$ cat src/rtl/core/utfenc_pkg.sv
// Shared types, constants and byte-encoding functions for the UTF-16/UTF-32
// to UTF-8 encoder core. No dependencies.
package utfenc_pkg;

  localparam int unsigned QUEUE_DEPTH = 4;

  localparam logic [31:0] CP_MAX      = 32'h0010_FFFF;
  localparam logic [20:0] CP_REPL     = 21'h00_FFFD;
  localparam logic [20:0] CP_SUPP     = 21'h01_0000;
  localparam logic [20:0] CP_ONE_MAX  = 21'h00_007F;
  localparam logic [20:0] CP_TWO_MAX  = 21'h00_07FF;
  localparam logic [20:0] CP_THREE_MAX = 21'h00_FFFF;
  localparam logic [5:0]  HIGH_SUR_TAG = 6'b110110;
  localparam logic [5:0]  LOW_SUR_TAG  = 6'b110111;
  localparam logic [20:0] SUR_BLOCK_TAG = 21'h0_001B;

  localparam logic [1:0] LEN_ONE   = 2'd0;
  localparam logic [1:0] LEN_TWO   = 2'd1;
  localparam logic [1:0] LEN_THREE = 2'd2;
  localparam logic [1:0] LEN_FOUR  = 2'd3;

  localparam logic UNIT_MODE_UTF16 = 1'b0;

  typedef struct packed {
    logic        pre;
    logic        has_cp;
    logic [20:0] cp;
    logic [1:0]  len;
  } entry_t;

  function automatic logic [20:0] sanitise(input logic [31:0] unit);
    logic [20:0] res;
    if (unit > CP_MAX || unit[31:11] == SUR_BLOCK_TAG) begin
      res = CP_REPL;
    end else begin
      res = unit[20:0];
    end
    return res;
  endfunction

  function automatic logic [1:0] cp_len(input logic [20:0] cp);
    logic [1:0] res;
    if (cp <= CP_ONE_MAX) begin
      res = LEN_ONE;
    end else if (cp <= CP_TWO_MAX) begin
      res = LEN_TWO;
    end else if (cp <= CP_THREE_MAX) begin
      res = LEN_THREE;
    end else begin
      res = LEN_FOUR;
    end
    return res;
  endfunction

  function automatic logic [7:0] utf8_byte(input logic [20:0] cp, input logic [1:0] len,
                                           input logic [1:0] idx);
    logic [7:0] res;
    logic [1:0] k;
    k = len - idx;
    if (idx == 2'd0) begin
      case (len)
        LEN_ONE:   res = {1'b0, cp[6:0]};
        LEN_TWO:   res = {3'b110, cp[10:6]};
        LEN_THREE: res = {4'b1110, cp[15:12]};
        default:   res = {5'b11110, cp[20:18]};
      endcase
    end else begin
      case (k)
        2'd1:    res = {2'b10, cp[11:6]};
        2'd2:    res = {2'b10, cp[17:12]};
        default: res = {2'b10, cp[5:0]};
      endcase
    end
    return res;
  endfunction

endpackage

$ cat src/rtl/core/utfenc_if.sv
// Valid/ready channel interfaces for code units and UTF-8 bytes.
// No dependencies.
interface utfenc_unit_if;
  logic        valid;
  logic        ready;
  logic [31:0] code_unit;
  logic        last_unit;

  modport source (output valid, output code_unit, output last_unit, input ready);
  modport sink (input valid, input code_unit, input last_unit, output ready);
endinterface

interface utfenc_byte_if;
  logic       valid;
  logic       ready;
  logic [7:0] out_byte;
  logic       run_last;

  modport source (output valid, output out_byte, output run_last, input ready);
  modport sink (input valid, input out_byte, input run_last, output ready);
endinterface

$ cat src/rtl/core/utfenc_front.sv
// Front end: accepts code units, tracks the held high surrogate and the mode
// register, and classifies each transaction into a queue entry. Uses utfenc_pkg.
module utfenc_front (
  input  logic                clk,
  input  logic                rst,
  input  logic                cfg_we,
  input  logic                cfg_wdata,
  utfenc_unit_if.sink         units,
  input  logic                q_full,
  output logic                push,
  output utfenc_pkg::entry_t  push_entry
);

  logic       unit_mode;
  logic       held_valid;
  logic [9:0] held_high_bits;
  logic       held_valid_next;
  logic [9:0] held_high_bits_next;
  logic       accept;
  logic       produce;
  logic [15:0] u;
  logic       is_high;
  logic       is_low;
  logic [20:0] cp;

  assign units.ready = !q_full;
  assign accept      = units.valid && !q_full;
  assign u           = units.code_unit[15:0];
  assign is_high     = u[15:10] == utfenc_pkg::HIGH_SUR_TAG;
  assign is_low      = u[15:10] == utfenc_pkg::LOW_SUR_TAG;

  always_comb begin
    held_valid_next      = held_valid;
    held_high_bits_next  = held_high_bits;
    push_entry.pre       = 1'b0;
    push_entry.has_cp    = 1'b1;
    cp                   = utfenc_pkg::sanitise(units.code_unit);
    if (unit_mode != utfenc_pkg::UNIT_MODE_UTF16) begin
      push_entry.pre      = held_valid;
      held_valid_next     = 1'b0;
      held_high_bits_next = 10'd0;
    end else begin
      cp = utfenc_pkg::sanitise({16'd0, u});
      if (held_valid) begin
        held_valid_next     = 1'b0;
        held_high_bits_next = 10'd0;
      end
      if (held_valid && is_low) begin
        cp = utfenc_pkg::CP_SUPP + {1'b0, held_high_bits, u[9:0]};
      end else begin
        push_entry.pre = held_valid;
        if (is_high && !units.last_unit) begin
          push_entry.has_cp   = 1'b0;
          held_valid_next     = 1'b1;
          held_high_bits_next = u[9:0];
        end
      end
    end
    push_entry.cp  = cp;
    push_entry.len = utfenc_pkg::cp_len(cp);
  end

  assign produce = push_entry.pre || push_entry.has_cp;
  assign push    = accept && produce;

  always_ff @(posedge clk) begin
    if (rst) begin
      unit_mode      <= utfenc_pkg::UNIT_MODE_UTF16;
      held_valid     <= 1'b0;
      held_high_bits <= 10'd0;
    end else begin
      if (cfg_we) begin
        unit_mode <= cfg_wdata;
      end
      if (accept) begin
        held_valid     <= held_valid_next;
        held_high_bits <= held_high_bits_next;
      end
    end
  end

endmodule

$ cat src/rtl/core/utfenc_queue.sv
// Short entry queue between front and back ends, first-word fall-through.
// Uses utfenc_pkg.
module utfenc_queue #(
  parameter int unsigned DEPTH = utfenc_pkg::QUEUE_DEPTH
) (
  input  logic               clk,
  input  logic               rst,
  input  logic               push,
  input  utfenc_pkg::entry_t push_entry,
  input  logic               pop,
  output logic               full,
  output logic               empty,
  output utfenc_pkg::entry_t head
);

  localparam int unsigned PTR_W = (DEPTH > 1) ? $clog2(DEPTH) : 1;
  localparam int unsigned CNT_W = $clog2(DEPTH + 1);

  utfenc_pkg::entry_t mem [DEPTH];
  logic [PTR_W-1:0]   wr_ptr;
  logic [PTR_W-1:0]   rd_ptr;
  logic [CNT_W-1:0]   count;
  logic               do_push;
  logic               do_pop;

  assign full    = count == CNT_W'(DEPTH);
  assign empty   = count == '0;
  assign do_push = push && !full;
  assign do_pop  = pop && !empty;
  assign head    = mem[rd_ptr];

  always_ff @(posedge clk) begin
    if (do_push) begin
      mem[wr_ptr] <= push_entry;
    end
  end

  always_ff @(posedge clk) begin
    if (rst) begin
      wr_ptr <= '0;
      rd_ptr <= '0;
      count  <= '0;
    end else begin
      if (do_push) begin
        wr_ptr <= (wr_ptr == PTR_W'(DEPTH - 1)) ? '0 : wr_ptr + 1'b1;
      end
      if (do_pop) begin
        rd_ptr <= (rd_ptr == PTR_W'(DEPTH - 1)) ? '0 : rd_ptr + 1'b1;
      end
      if (do_push && !do_pop) begin
        count <= count + 1'b1;
      end else if (do_pop && !do_push) begin
        count <= count - 1'b1;
      end
    end
  end

endmodule

$ cat src/rtl/core/utfenc_back.sv
// Back end: walks the head queue entry and drives one UTF-8 byte per cycle
// into the output register while the queue is not empty and the output is not stalled. Uses utfenc_pkg.
module utfenc_back (
  input  logic               clk,
  input  logic               rst,
  input  logic               empty,
  input  utfenc_pkg::entry_t head,
  output logic               pop,
  utfenc_byte_if.source      bytes
);

  logic        in_cp;
  logic [1:0]  idx;
  logic        out_valid;
  logic [7:0]  out_byte;
  logic        run_last;
  logic        advance;
  logic        phase_pre;
  logic [20:0] cur_cp;
  logic [1:0]  cur_len;
  logic        last_of_phase;
  logic        last_of_entry;

  assign phase_pre     = head.pre && !in_cp;
  assign cur_cp        = phase_pre ? utfenc_pkg::CP_REPL : head.cp;
  assign cur_len       = phase_pre ? utfenc_pkg::LEN_THREE : head.len;
  assign last_of_phase = idx == cur_len;
  assign last_of_entry = last_of_phase && (!phase_pre || !head.has_cp);
  assign advance       = !empty && (!out_valid || bytes.ready);
  assign pop           = advance && last_of_entry;

  assign bytes.valid    = out_valid;
  assign bytes.out_byte = out_byte;
  assign bytes.run_last = run_last;

  always_ff @(posedge clk) begin
    if (advance) begin
      out_byte <= utfenc_pkg::utf8_byte(cur_cp, cur_len, idx);
      run_last <= last_of_entry;
    end
  end

  always_ff @(posedge clk) begin
    if (rst) begin
      in_cp     <= 1'b0;
      idx       <= 2'd0;
      out_valid <= 1'b0;
    end else begin
      if (advance) begin
        out_valid <= 1'b1;
        if (last_of_phase) begin
          idx   <= 2'd0;
          in_cp <= !last_of_entry;
        end else begin
          idx <= idx + 2'd1;
        end
      end else if (bytes.ready) begin
        out_valid <= 1'b0;
      end
    end
  end

endmodule

$ cat src/rtl/core/utf16_utf32_to_utf8_encoder_core.sv
// UTF-16/UTF-32 to UTF-8 encoder core: front end, entry queue, back end.
// The first byte of a transaction passes through the entry queue and then the output register.
// The back end emits one output byte per cycle while the byte channel is ready; a code unit yields
// 0 to 7 bytes (4 bytes for one astral code point).
// The front takes a unit every cycle while the entry queue has room.
// Reset (synchronous): mode to UTF-16, held surrogate dropped, queue and output emptied.
module utf16_utf32_to_utf8_encoder_core #(
  parameter int unsigned QUEUE_DEPTH = utfenc_pkg::QUEUE_DEPTH
) (
  input  logic          clk,
  input  logic          rst,
  input  logic          cfg_we,
  input  logic          cfg_wdata,
  utfenc_unit_if.sink   unit_ch,
  utfenc_byte_if.source byte_ch
);

  logic               q_full;
  logic               q_empty;
  logic               push;
  logic               pop;
  utfenc_pkg::entry_t push_entry;
  utfenc_pkg::entry_t head;

  utfenc_front u_front (
    .clk        (clk),
    .rst        (rst),
    .cfg_we     (cfg_we),
    .cfg_wdata  (cfg_wdata),
    .units      (unit_ch),
    .q_full     (q_full),
    .push       (push),
    .push_entry (push_entry)
  );

  utfenc_queue #(
    .DEPTH (QUEUE_DEPTH)
  ) u_queue (
    .clk        (clk),
    .rst        (rst),
    .push       (push),
    .push_entry (push_entry),
    .pop        (pop),
    .full       (q_full),
    .empty      (q_empty),
    .head       (head)
  );

  utfenc_back u_back (
    .clk   (clk),
    .rst   (rst),
    .empty (q_empty),
    .head  (head),
    .pop   (pop),
    .bytes (byte_ch)
  );

endmodule
$ cat src/flat_wrapper.sv
// flat-port wrapper written by rule: the top's interface ports become plain ports
module utf16_utf32_to_utf8_encoder_core_flat 
#(
  parameter int unsigned QUEUE_DEPTH = utfenc_pkg::QUEUE_DEPTH
)
  (clk, rst, cfg_we, cfg_wdata, unit_ch_valid, unit_ch_code_unit, unit_ch_last_unit, unit_ch_ready, byte_ch_valid, byte_ch_out_byte, byte_ch_run_last, byte_ch_ready);
  utfenc_unit_if unit_ch_i ();
  utfenc_byte_if byte_ch_i ();
  input  logic clk;
  input  logic rst;
  input  logic cfg_we;
  input  logic cfg_wdata;
  input wire logic [$bits(unit_ch_i.valid)-1:0] unit_ch_valid;
  input wire logic [$bits(unit_ch_i.code_unit)-1:0] unit_ch_code_unit;
  input wire logic [$bits(unit_ch_i.last_unit)-1:0] unit_ch_last_unit;
  output wire logic [$bits(unit_ch_i.ready)-1:0] unit_ch_ready;
  output wire logic [$bits(byte_ch_i.valid)-1:0] byte_ch_valid;
  output wire logic [$bits(byte_ch_i.out_byte)-1:0] byte_ch_out_byte;
  output wire logic [$bits(byte_ch_i.run_last)-1:0] byte_ch_run_last;
  input wire logic [$bits(byte_ch_i.ready)-1:0] byte_ch_ready;
  assign unit_ch_i.valid = unit_ch_valid;
  assign unit_ch_i.code_unit = unit_ch_code_unit;
  assign unit_ch_i.last_unit = unit_ch_last_unit;
  assign unit_ch_ready = unit_ch_i.ready;
  assign byte_ch_valid = byte_ch_i.valid;
  assign byte_ch_out_byte = byte_ch_i.out_byte;
  assign byte_ch_run_last = byte_ch_i.run_last;
  assign byte_ch_i.ready = byte_ch_ready;
  utf16_utf32_to_utf8_encoder_core #(.QUEUE_DEPTH(QUEUE_DEPTH)) u_core (.clk(clk), .rst(rst), .cfg_we(cfg_we), .cfg_wdata(cfg_wdata), .unit_ch(unit_ch_i), .byte_ch(byte_ch_i));
endmodule
$ cat config.mk
export PLATFORM = sky130hd
export DESIGN_NAME = utf16_utf32_to_utf8_encoder_core_flat
export DESIGN_NICKNAME = d
export VERILOG_FILES = /design/src/rtl/core/utfenc_pkg.sv /design/src/rtl/core/utfenc_if.sv /design/src/rtl/core/utfenc_front.sv /design/src/rtl/core/utfenc_queue.sv /design/src/rtl/core/utfenc_back.sv /design/src/rtl/core/utf16_utf32_to_utf8_encoder_core.sv /design/src/flat_wrapper.sv
export SDC_FILE = /design/constraint.sdc
export NUM_CORES = 1
export LEC_CHECK = 0
export BUFFER_PORTS_ARGS = -buffer_cell sky130_fd_sc_hd__buf_2
export CORE_ASPECT_RATIO = 0.7
export CORE_MARGIN = 5
export CORE_UTILIZATION = 30
export CTS_CLUSTER_DIAMETER = 200
export DETAILED_ROUTE_END_ITERATION = 7
export PLACE_DENSITY_LB_ADDON = 0.15
export SYNTH_ARGS = -nofsm -noshare
export SYNTH_HDL_FRONTEND = slang
export SYNTH_HIERARCHICAL = 1
export SYNTH_SLANG_ARGS = --single-unit
$ cat constraint.sdc
create_clock -name clk -period 4.91 [get_ports clk]
set_clock_uncertainty 0.05 [all_clocks]
set_input_delay 0.2455 -clock clk [delete_from_list [all_inputs] [get_ports clk]]
set_output_delay 0.2455 -clock clk [all_outputs]
set_load 0.05 [all_outputs]
# ---- Yosys cells after proc, flatten, opt, wreduce, memory -nomap -nowiden
# Memories as Yosys holds them, arrays and structs flattened. A register that Yosys moved wholly into a read port is not among the register bits.
# Index checks and enable logic that the tools add are counted.
dict set report word_totals {
  mem_count 1
  regBits 32
  ramBits 100
  in_bits 39
}
dict set report op_classes {
  order_cmp 4
  n_mux 34
  addsub 7
  eq_ne 12
  n_reduce_logical 32
}
# memory depth width rd rd_clocked_by_memory_dff wr line
set mem_list {}
lappend mem_list {u_core.u_queue.mem 4 25 1 1 1 utfenc_queue.sv:19} ;# utfenc_pkg::entry_t mem [DEPTH];
# cell n
set op_table {}
lappend op_table {{$mux 21} 4}
lappend op_table {{$mux 10} 4}
lappend op_table {{$gt 32x21->1 const B} 1}
lappend op_table {{$pmux 8 s3} 1}
lappend op_table {{$add 17x20->21 const A} 1}
lappend op_table {{$eq 21x5->1 const B} 1}
lappend op_table {{$le 21x11->1 const B} 1}
lappend op_table {{$le 21x16->1 const B} 1}
lappend op_table {{$le 21x7->1 const B} 1}
lappend op_table {{$mux 2} 9}
lappend op_table {{$mux 16} 1}
lappend op_table {{$eq 6x6->1 const B} 2}
lappend op_table {{$logic_and 1x1->1} 12}
lappend op_table {{$pmux 6 s2} 1}
lappend op_table {{$mux 1} 11}
lappend op_table {{$logic_not 1->1} 10}
lappend op_table {{$eq 2x2->1 const B} 4}
lappend op_table {{$mux 8} 1}
lappend op_table {{$add 2x1->2 const B} 3}
lappend op_table {{$mux 3} 2}
lappend op_table {{$eq 5x5->1 const B} 1}
lappend op_table {{$eq 2x1->1 const B} 2}
lappend op_table {{$logic_not 2->1} 2}
lappend op_table {{$logic_or 1x1->1} 4}
lappend op_table {{8 further kinds} 9}

# ---- Depth between registers and ports, before layout
# Gate-level depths: netlist of the first run.
dict set report logic_depth {
  depth_word 12
  mapped_depth 18
  mapped_depth_nobuf 15
}

# ---- Modules after synthesis
# Netlist of the first run, hierarchy kept.
# mod instances cells_per_inst area_each_um2
set modules_own_cells {}
lappend modules_own_cells {utfenc_queue 1 181 4101.4}
lappend modules_own_cells {utfenc_front 1 127 1018.5}
lappend modules_own_cells {utfenc_back 1 115 1016.0}

# ---- Worst setup path after synthesis of the first run
# Ideal clock, no wire load.
dict set report synth_timing {
  kind {register to register}
  start {reg (tool-made name)}
  end {reg u_core.u_queue.count[2]}
  t_arrival_ns 4.054
  slack_ns 0.736
  stages_incl_launch_ff 19
  path_cell_list {dfxtp_1 -> buf_4 -> buf_4 -> mux4_2 -> nand2b_1 -> clkbuf_1 -> nand2_1 -> ha_1 -> inv_1 -> or4_4 -> a21o_1 -> a21oi_1 -> o31ai_2 -> ha_1 -> inv_1 -> fa_1 -> xor2_1 -> or3_2 -> a21oi_1}
}
# element line
set synth_rtl {}
lappend synth_rtl {{end signal: assignment} utfenc_queue.sv:51} ;# count <= count + 1'b1;
lappend synth_rtl {{end signal: assignment} utfenc_queue.sv:53} ;# count <= count - 1'b1;
lappend synth_rtl {{end: declaration} utfenc_queue.sv:22} ;# logic [CNT_W-1:0] count;

==> results of run 1 <==
sequential cells by signal, summed over array words and instances, names as in the netlist, named ones only:
signal / flops
u_core/u_front/unit_mode: 1
u_core/u_queue/count: 3
u_core/u_back/bytes.out_byte: 8
u_core/u_back/idx: 2
u_core/u_back/bytes.valid: 1
u_core/u_back/in_cp: 1
u_core/u_queue/rd_ptr: 2
u_core/u_queue/mem: 100
u_core/u_front/held_high_bits: 10
u_core/u_queue/wr_ptr: 2
u_core/u_front/held_valid: 1
u_core/u_back/bytes.run_last: 1
cell type report:
type                    instances  area [µm²]  share of cell area
well taps                     270         338              0.0467
inverters                      20        80.1              0.0111
repair buffers                 52         268              0.0370
clock inverters                 6        36.3             0.00502
multi-input cells             254        2190               0.303
flip-flops and latches        134        3770               0.522
clock buffers                  26         542              0.0749
cell families (layout without fill, tap and decap cells):
family / count (synthesis) / count (layout) / synth area share
xor gates and xnor gates: 7 / 7 / 0.00999
buffers and inverters: 35 / 104 / 0.0273
DFF: 134 / 134 / 0.615
adders and majority gates: 17 / 17 / 0.0359
AOI/OAI and AO/OA: 96 / 96 / 0.110
muxes: 29 / 29 / 0.0983
and+or+nand+nor: 105 / 105 / 0.104
metal layers:
metal	wire (µm)	part of all wire
met5	0	0
met4	153	0.011
met3	959	0.066
met2	6000	0.41
met1	7350	0.51
critical path, cell delays in order, from the launching register on:
cell and delay, ps:
dfxtp_1 350, buf_4 450, mux4_2 560, nand2_1 180, ha_1 210, inv_1 70, or4_4 540, a21o_1 220
a21oi_1 160, o31ai_2 130, ha_1 220, inv_1 70, fa_1 170, xor2_1 70, or3_2 400, a21oi_1 140
power groups by stage:
| stage | combinational, µW | clock [µW] | sequential, µW |
|---|---|---|---|
| floorplan | 623 | 0 | 1670 |
| global placement | 1030 | 0 | 1540 |
| detailed placement | 1030 | 0 | 1550 |
| CTS | 1030 | 1250 | 1530 |
| global route | 1120 | 1310 | 1540 |
| finish | 1030 | 1220 | 1520 |
stage by stage:
step | cells | util | hold slack (ps) | cell area (µm²) | power [µW]
final | 762 | 0.362 | 31.7 | 7230 | 3770
after global routing | 762 | 0.362 | 39.8 | 7230 | 3980
after CTS | 762 | 0.362 | 32.1 | 7230 | 3820
after detailed placement | 730 | 0.333 | 433 | 6650 | 2580
after global placement | 730 | 0.333 | 432 | 6650 | 2570
after floorplan | 423 | - | 265 | 6140 | 2290
path summary, 6_finish.rpt:
path | slack (ps) | endpoint | startpoint
setup / recovery | 830 | u_core/u_queue/count[2]$_SDFFE_PP0P_ | flip-flop
hold / removal | 30 | u_core/u_front/unit_mode$_SDFFE_PP0P_ | cfg_wdata
setup reg to reg | 830 | u_core/u_queue/count[2]$_SDFFE_PP0P_ | flip-flop
hold reg to reg | 440 | u_core/u_front/held_high_bits[3]$_SDFFE_PP0P_ | u_core/u_front/held_high_bits[3]$_SDFFE_PP0P_
cell usage in the layout, fill, tap and decap left out, types with 5 or more instances in the layout:
master     instances
a21oi_1           15
a22oi_1           15
a31oi_1            6
buf_2             49
clkbuf_16         19
dfxtp_1           25
edfxtp_1         109
ha_1              16
inv_1             17
mux4_2            25
nand2_1           17
nand3_1            9
nand4_1            5
nor2_1            19
nor3_1             5
o21ai_0           24
or2_2             12
==> impl_metrics.json, run 1 <==
{
  "postLayoutSetupSlackWorst_ps": 829,
  "grtUsageTotal": 0.129,
  "cts_hold_buf": 0,
  "post-synth-top-count-cell": "edfxtp_1",
  "grtUsageMet3": 0.0485,
  "grt_max_degree": 30,
  "slew_violations": 0,
  "worstPathRequired_ps": 5210,
  "synth_flop_cell": "edfxtp_1",
  "p_switching_uw": 1200,
  "io_pins": 50,
  "hold_class": "in -> reg",
  "place.gp.congestion": 0.804,
  "clkSlewWorstSetupHoldPaths_ps": 60,
  "clk_path_buf_depth": 2,
  "design.die.area_um2": 23500,
  "cap_violations": 0,
  "die_w_um": 181,
  "outcome": "finished clean",
  "synth_cells": 423,
  "dr_total_vias": 3834,
  "peakVddDrop_mv": 0.250,
  "synth_area_leader_cell": "edfxtp_1",
  "grt_use_met1": 0.185,
  "ys_ff_latch": 134,
  "grt_pass1_vias": 3947,
  "crit_type": "reg -> reg",
  "holdPathStages": 3,
  "wl_per_cell_um": 19.0,
  "clk_latency_ps": 420,
  "synth_top_area_share": 0.533,
  "post_cts_resized": 0,
  "start_util": 0.307,
  "relSlewSlack": 0.390,
  "clock-sinks": 134,
  "hpwlAfterDp_um": 10100,
  "vias_per_cell": 5.03,
  "synth_cell_types": 68,
  "powerDensity_nw_per_um2": 521,
  "post-place-ws_ps": 783,
  "post-route-period-util": 0.831,
  "cp-end-kind": "flip-flop",
  "avgSynthCellArea_um2": 14.5,
  "seq_area_frac_synth": 0.615,
  "synth_nets": 479,
  "drive_gt1_frac": 0.283,
  "worst_setup_path_start_kind": "flip-flop",
  "synth-edff-count": 109,
  "top_usage_layer": "met2",
  "antenna_found_initial": 0,
  "netlist_area_um2": 6140,
  "die_y_um": 130,
  "dr.pass1.iters": 5,
  "grt_util_met2": 0.186,
  "cts_tree": "done",
  "cellLeakagePower_uw": 0.00246,
  "grt-ovfl-total": 0,
  "cp_max_fo": 24,
  "fin_crit_ps": 4080,
  "grt_pass1_wl_um": 22700,
  "antenna_cells": 0,
  "drt_iter0_markers": 364,
  "clockRootBuffer": "clkbuf_16",
  "final_hold_viol_count": 0,
  "p_clk_frac": 0.324,
  "tns_ps": 0,
  "area_growth_syn_to_layout_pct": 17.9,
  "p_sw_frac": 0.318,
  "io_buffer_count": 49,
  "final-setup-viol-count": 0,
  "reg2reg_depth": 15,
  "ys_async_sr_fraction": 0,
  "htreeDepth": 4,
  "ys_warn_count": 6,
  "finalNetCount": 535,
  "cts_buffers": 17,
  "postCtsSetupRepairBufs": 0,
  "nFillCells": 1897,
  "fmax_ghz": 0.245,
  "comb_power_share": 0.272,
  "internal_power_uw": 2570,
  "ant_nets": 0,
  "worst_pin_slew_ps": 906,
  "coreArea_um2": 20000,
  "seq_power_share": 0.404,
  "synth_area_leaders": "edfxtp_1, mux4_2, dfxtp_1",
  "rows": 43,
  "drcViolationCount": 0,
  "wirelength_um": 14500,
  "arrival_ps": 4380,
  "synth_common_cells": "edfxtp_1, dfxtp_1, mux4_2",
  "rsz0062_at_grt": "no"
}
No activity file was read; power rests on OpenSTA's default activity.
==> inputs of run 2 (changes only) <==
==> constraint.sdc (replaced) <==
create_clock -name clk -period 3.3 [get_ports clk]
set_clock_uncertainty 0.05 [all_clocks]
set_input_delay 0.165 -clock clk [delete_from_list [all_inputs] [get_ports clk]]
set_output_delay 0.165 -clock clk [all_outputs]
set_load 0.05 [all_outputs]
==> run 2 against run 1 <==
  * The run now ends with setup timing left
  * Final cell count grew 4.5%
  * First-iteration DRC count is 8.5% higher
  * Worst setup slack lost 860 ps
  * Clock power up 51%
  * Worst hold slack lost 11 ps
  * Non-clock buffer count grew 34
  * Utilization up 2.0 points
  * Global-route usage up 0.45 points
  * Sequential power rose by 48%
  * Final area is 5.5% higher
  * Fmax increased by 22%
  * Highest routed layer unchanged
==> impl_metrics.json, run 2 (same netlist as run 1, synthesis figures left out) <==
{
  "outcome": "finished, violations left",
  "violations": "setup timing",
  "antenna_found_initial": 0,
  "drcViolationCount": 0,
  "dr_total_vias": 3883,
  "path_cells": "mux4_2, nand2b_4, nand2_4, ha_4, inv_2, or4_4, a21o_1, a21oi_2, o31ai_4, ha_4, inv_2, fa_2, xor2_1, or3_4, a21oi_2",
  "area_growth_syn_to_layout_pct": 24.4,
  "drive_gt1_frac": 0.333,
  "worst_setup_path_start_kind": "flip-flop",
  "hpwlAfterDp_um": 10900,
  "die_y_um": 130,
  "fin_total_pwr_uw": 5810,
  "slowest_delay_ps": 510,
  "io_buffer_count": 49,
  "coreArea_um2": 20000,
  "ant_nets": 0,
  "clk_latency_ps": 420,
  "antenna_cells": 0,
  "vias_per_cell": 4.88,
  "crit_type": "reg -> reg",
  "dr.pass1.iters": 5,
  "cp-end-kind": "flip-flop",
  "final_common_cell": "edfxtp_1",
  "dp_cells": 750,
  "cp_num_buf_inv": 2,
  "clock-sinks": 134,
  "reg_top3": "u_core/u_queue/mem x100, u_core/u_front/held_high_bits x10, u_core/u_back/bytes.out_byte x8",
  "postLayoutSetupSlackWorst_ps": -34.2,
  "largest_register_ffs": 100,
  "cap_violations": 0,
  "fin_cells": 796,
  "final_util": 0.382,
  "fin_crit_ps": 3330,
  "post-route-period-util": 1.01,
  "io_pins": 50,
  "grt_pass1_vias": 4085,
  "worstPathRequired_ps": 3590,
  "start_util": 0.307,
  "worst_pin_slew_ps": 849,
  "mostFrequentLayoutCells": "edfxtp_1, buf_2, mux4_2",
  "cts_tree": "done",
  "clockRootBuffer": "clkbuf_16",
  "grtUsageTotal": 0.134,
  "peakVddDrop_mv": 0.378,
  "rsz0062_at_grt": "yes",
  "hold_class": "in -> reg",
  "grt_max_degree": 26,
  "arrival_ps": 3630,
  "place.gp.congestion": 0.781,
  "grt_pass1_wl_um": 23600,
  "grt-ovfl-total": 0,
  "rows": 43,
  "final_hold_viol_count": 0,
  "clk_path_buf_depth": 2,
  "fmax_ghz": 0.300,
  "drt_iter0_markers": 395,
  "design.die.area_um2": 23500,
  "powerDensity_nw_per_um2": 762,
  "die_w_um": 181,
  "cellLeakagePower_uw": 0.00263,
  "crit_slowest_cell": "mux4_2",
  "cp_top_family": "simple AND/OR/NAND/NOR gates",
  "largest-register": "u_core/u_queue/mem",
  "final-setup-viol-count": 1,
  "wl_per_cell_um": 18.7,
  "cts_buffers": 17,
  "relSlewSlack": 0.432,
  "finalNetCount": 569,
  "htreeDepth": 4,
  "hold_slack_ps": 21.2,
  "clkSlewWorstSetupHoldPaths_ps": 60,
  "slew_violations": 0,
  "post-place-ws_ps": -84.8,
  "wirelength_um": 14900,
  "cp_max_fo": 2
}
[run 2: cell types whose count changed in the layout (fill, tap and decap cells not counted), moves of 3 or more]
cell           delta
buf_4            +19
inv_6             +4
dlygate4sd3_1    +11
clkbuf_1          -3
buf_12            +4
[run 2: worst register-to-register path, delay by kind of cell (launching register included)]
kind | cells | cell delay (ps)
AO/OA/AOI/OAI | 4 | 580
XOR/XNOR | 1 | 80
AND/OR/NAND/NOR | 4 | 970
flip-flops | 1 | 370
multiplexers | 1 | 510
buffers and inverters | 2 | 90
adder cells (fa/ha/maj) | 3 | 630
[run 2: layer usage]
metal  routed length, µm  global-route usage  up-vias
met5                   0                   0        -
li1                    -                   -     1864
met4                 113              0.0410        0
met3                 908              0.0376       12
met1                7400               0.189     1899
met2                6440               0.201      108
[run 2: cell type report]
| class | instances | area [µm²] |
|---|---|---|
| Sequential cell | 134 | 3770 |
| Fill cell | 1864 | 12300 |
| Tap cell | 270 | 338 |
| Timing Repair Buffer | 86 | 601 |
| Multi-Input combinational cell | 254 | 2260 |
| Inverter | 20 | 80.1 |
| Clock inverter | 12 | 114 |
| Clock buffer | 20 | 467 |
[run 2: metrics by stage]
step                      TNS [ps]  cell area [µm²]
after detailed placement      -123             6910
after global routing          -309             7630
after CTS                    -60.9             7620
after floorplan               -654             6210
after global placement       -1.73             6910
final                        -34.2             7630
[run 2: power by group]
group	switching, µW	total [µW]	leakage [µW]	internal [µW]
Sequential	80.1	2250	0.00118	2170
Combinational	1060	1730	0.00116	664
Clock	730	1840	0.000292	1110
Total	1870	5810	0.00263	3940
[run 2: repair_timing]
item / 4_1_cts / 5_1_grt
hold endpoints to repair: 10 / 0
buffers inserted: 2 / 1
hold buffers: 11 / 0
gates resized for setup: 2 / 0
setup endpoints to repair: 2 / 2
pin swaps: 0 / 1
[run 2: path summary, 6_finish.rpt]
kind | startpoint | end | slack [ps] | depth (start not counted)
setup / recovery | u_core/u_queue/mem[1][24]$_DFFE_PP_ | u_core/u_queue/count[2]$_SDFFE_PP0P_ | -30 | 15
hold / removal | unit_ch_code_unit[8] | u_core/u_front/held_high_bits[8]$_SDFFE_PP0P_ | 20 | 3
setup reg to reg | u_core/u_queue/mem[1][24]$_DFFE_PP_ | u_core/u_queue/count[2]$_SDFFE_PP0P_ | -30 | 15
hold reg to reg | u_core/u_queue/rd_ptr[0]$_SDFFE_PP0P_ | flip-flop | 450 | 2
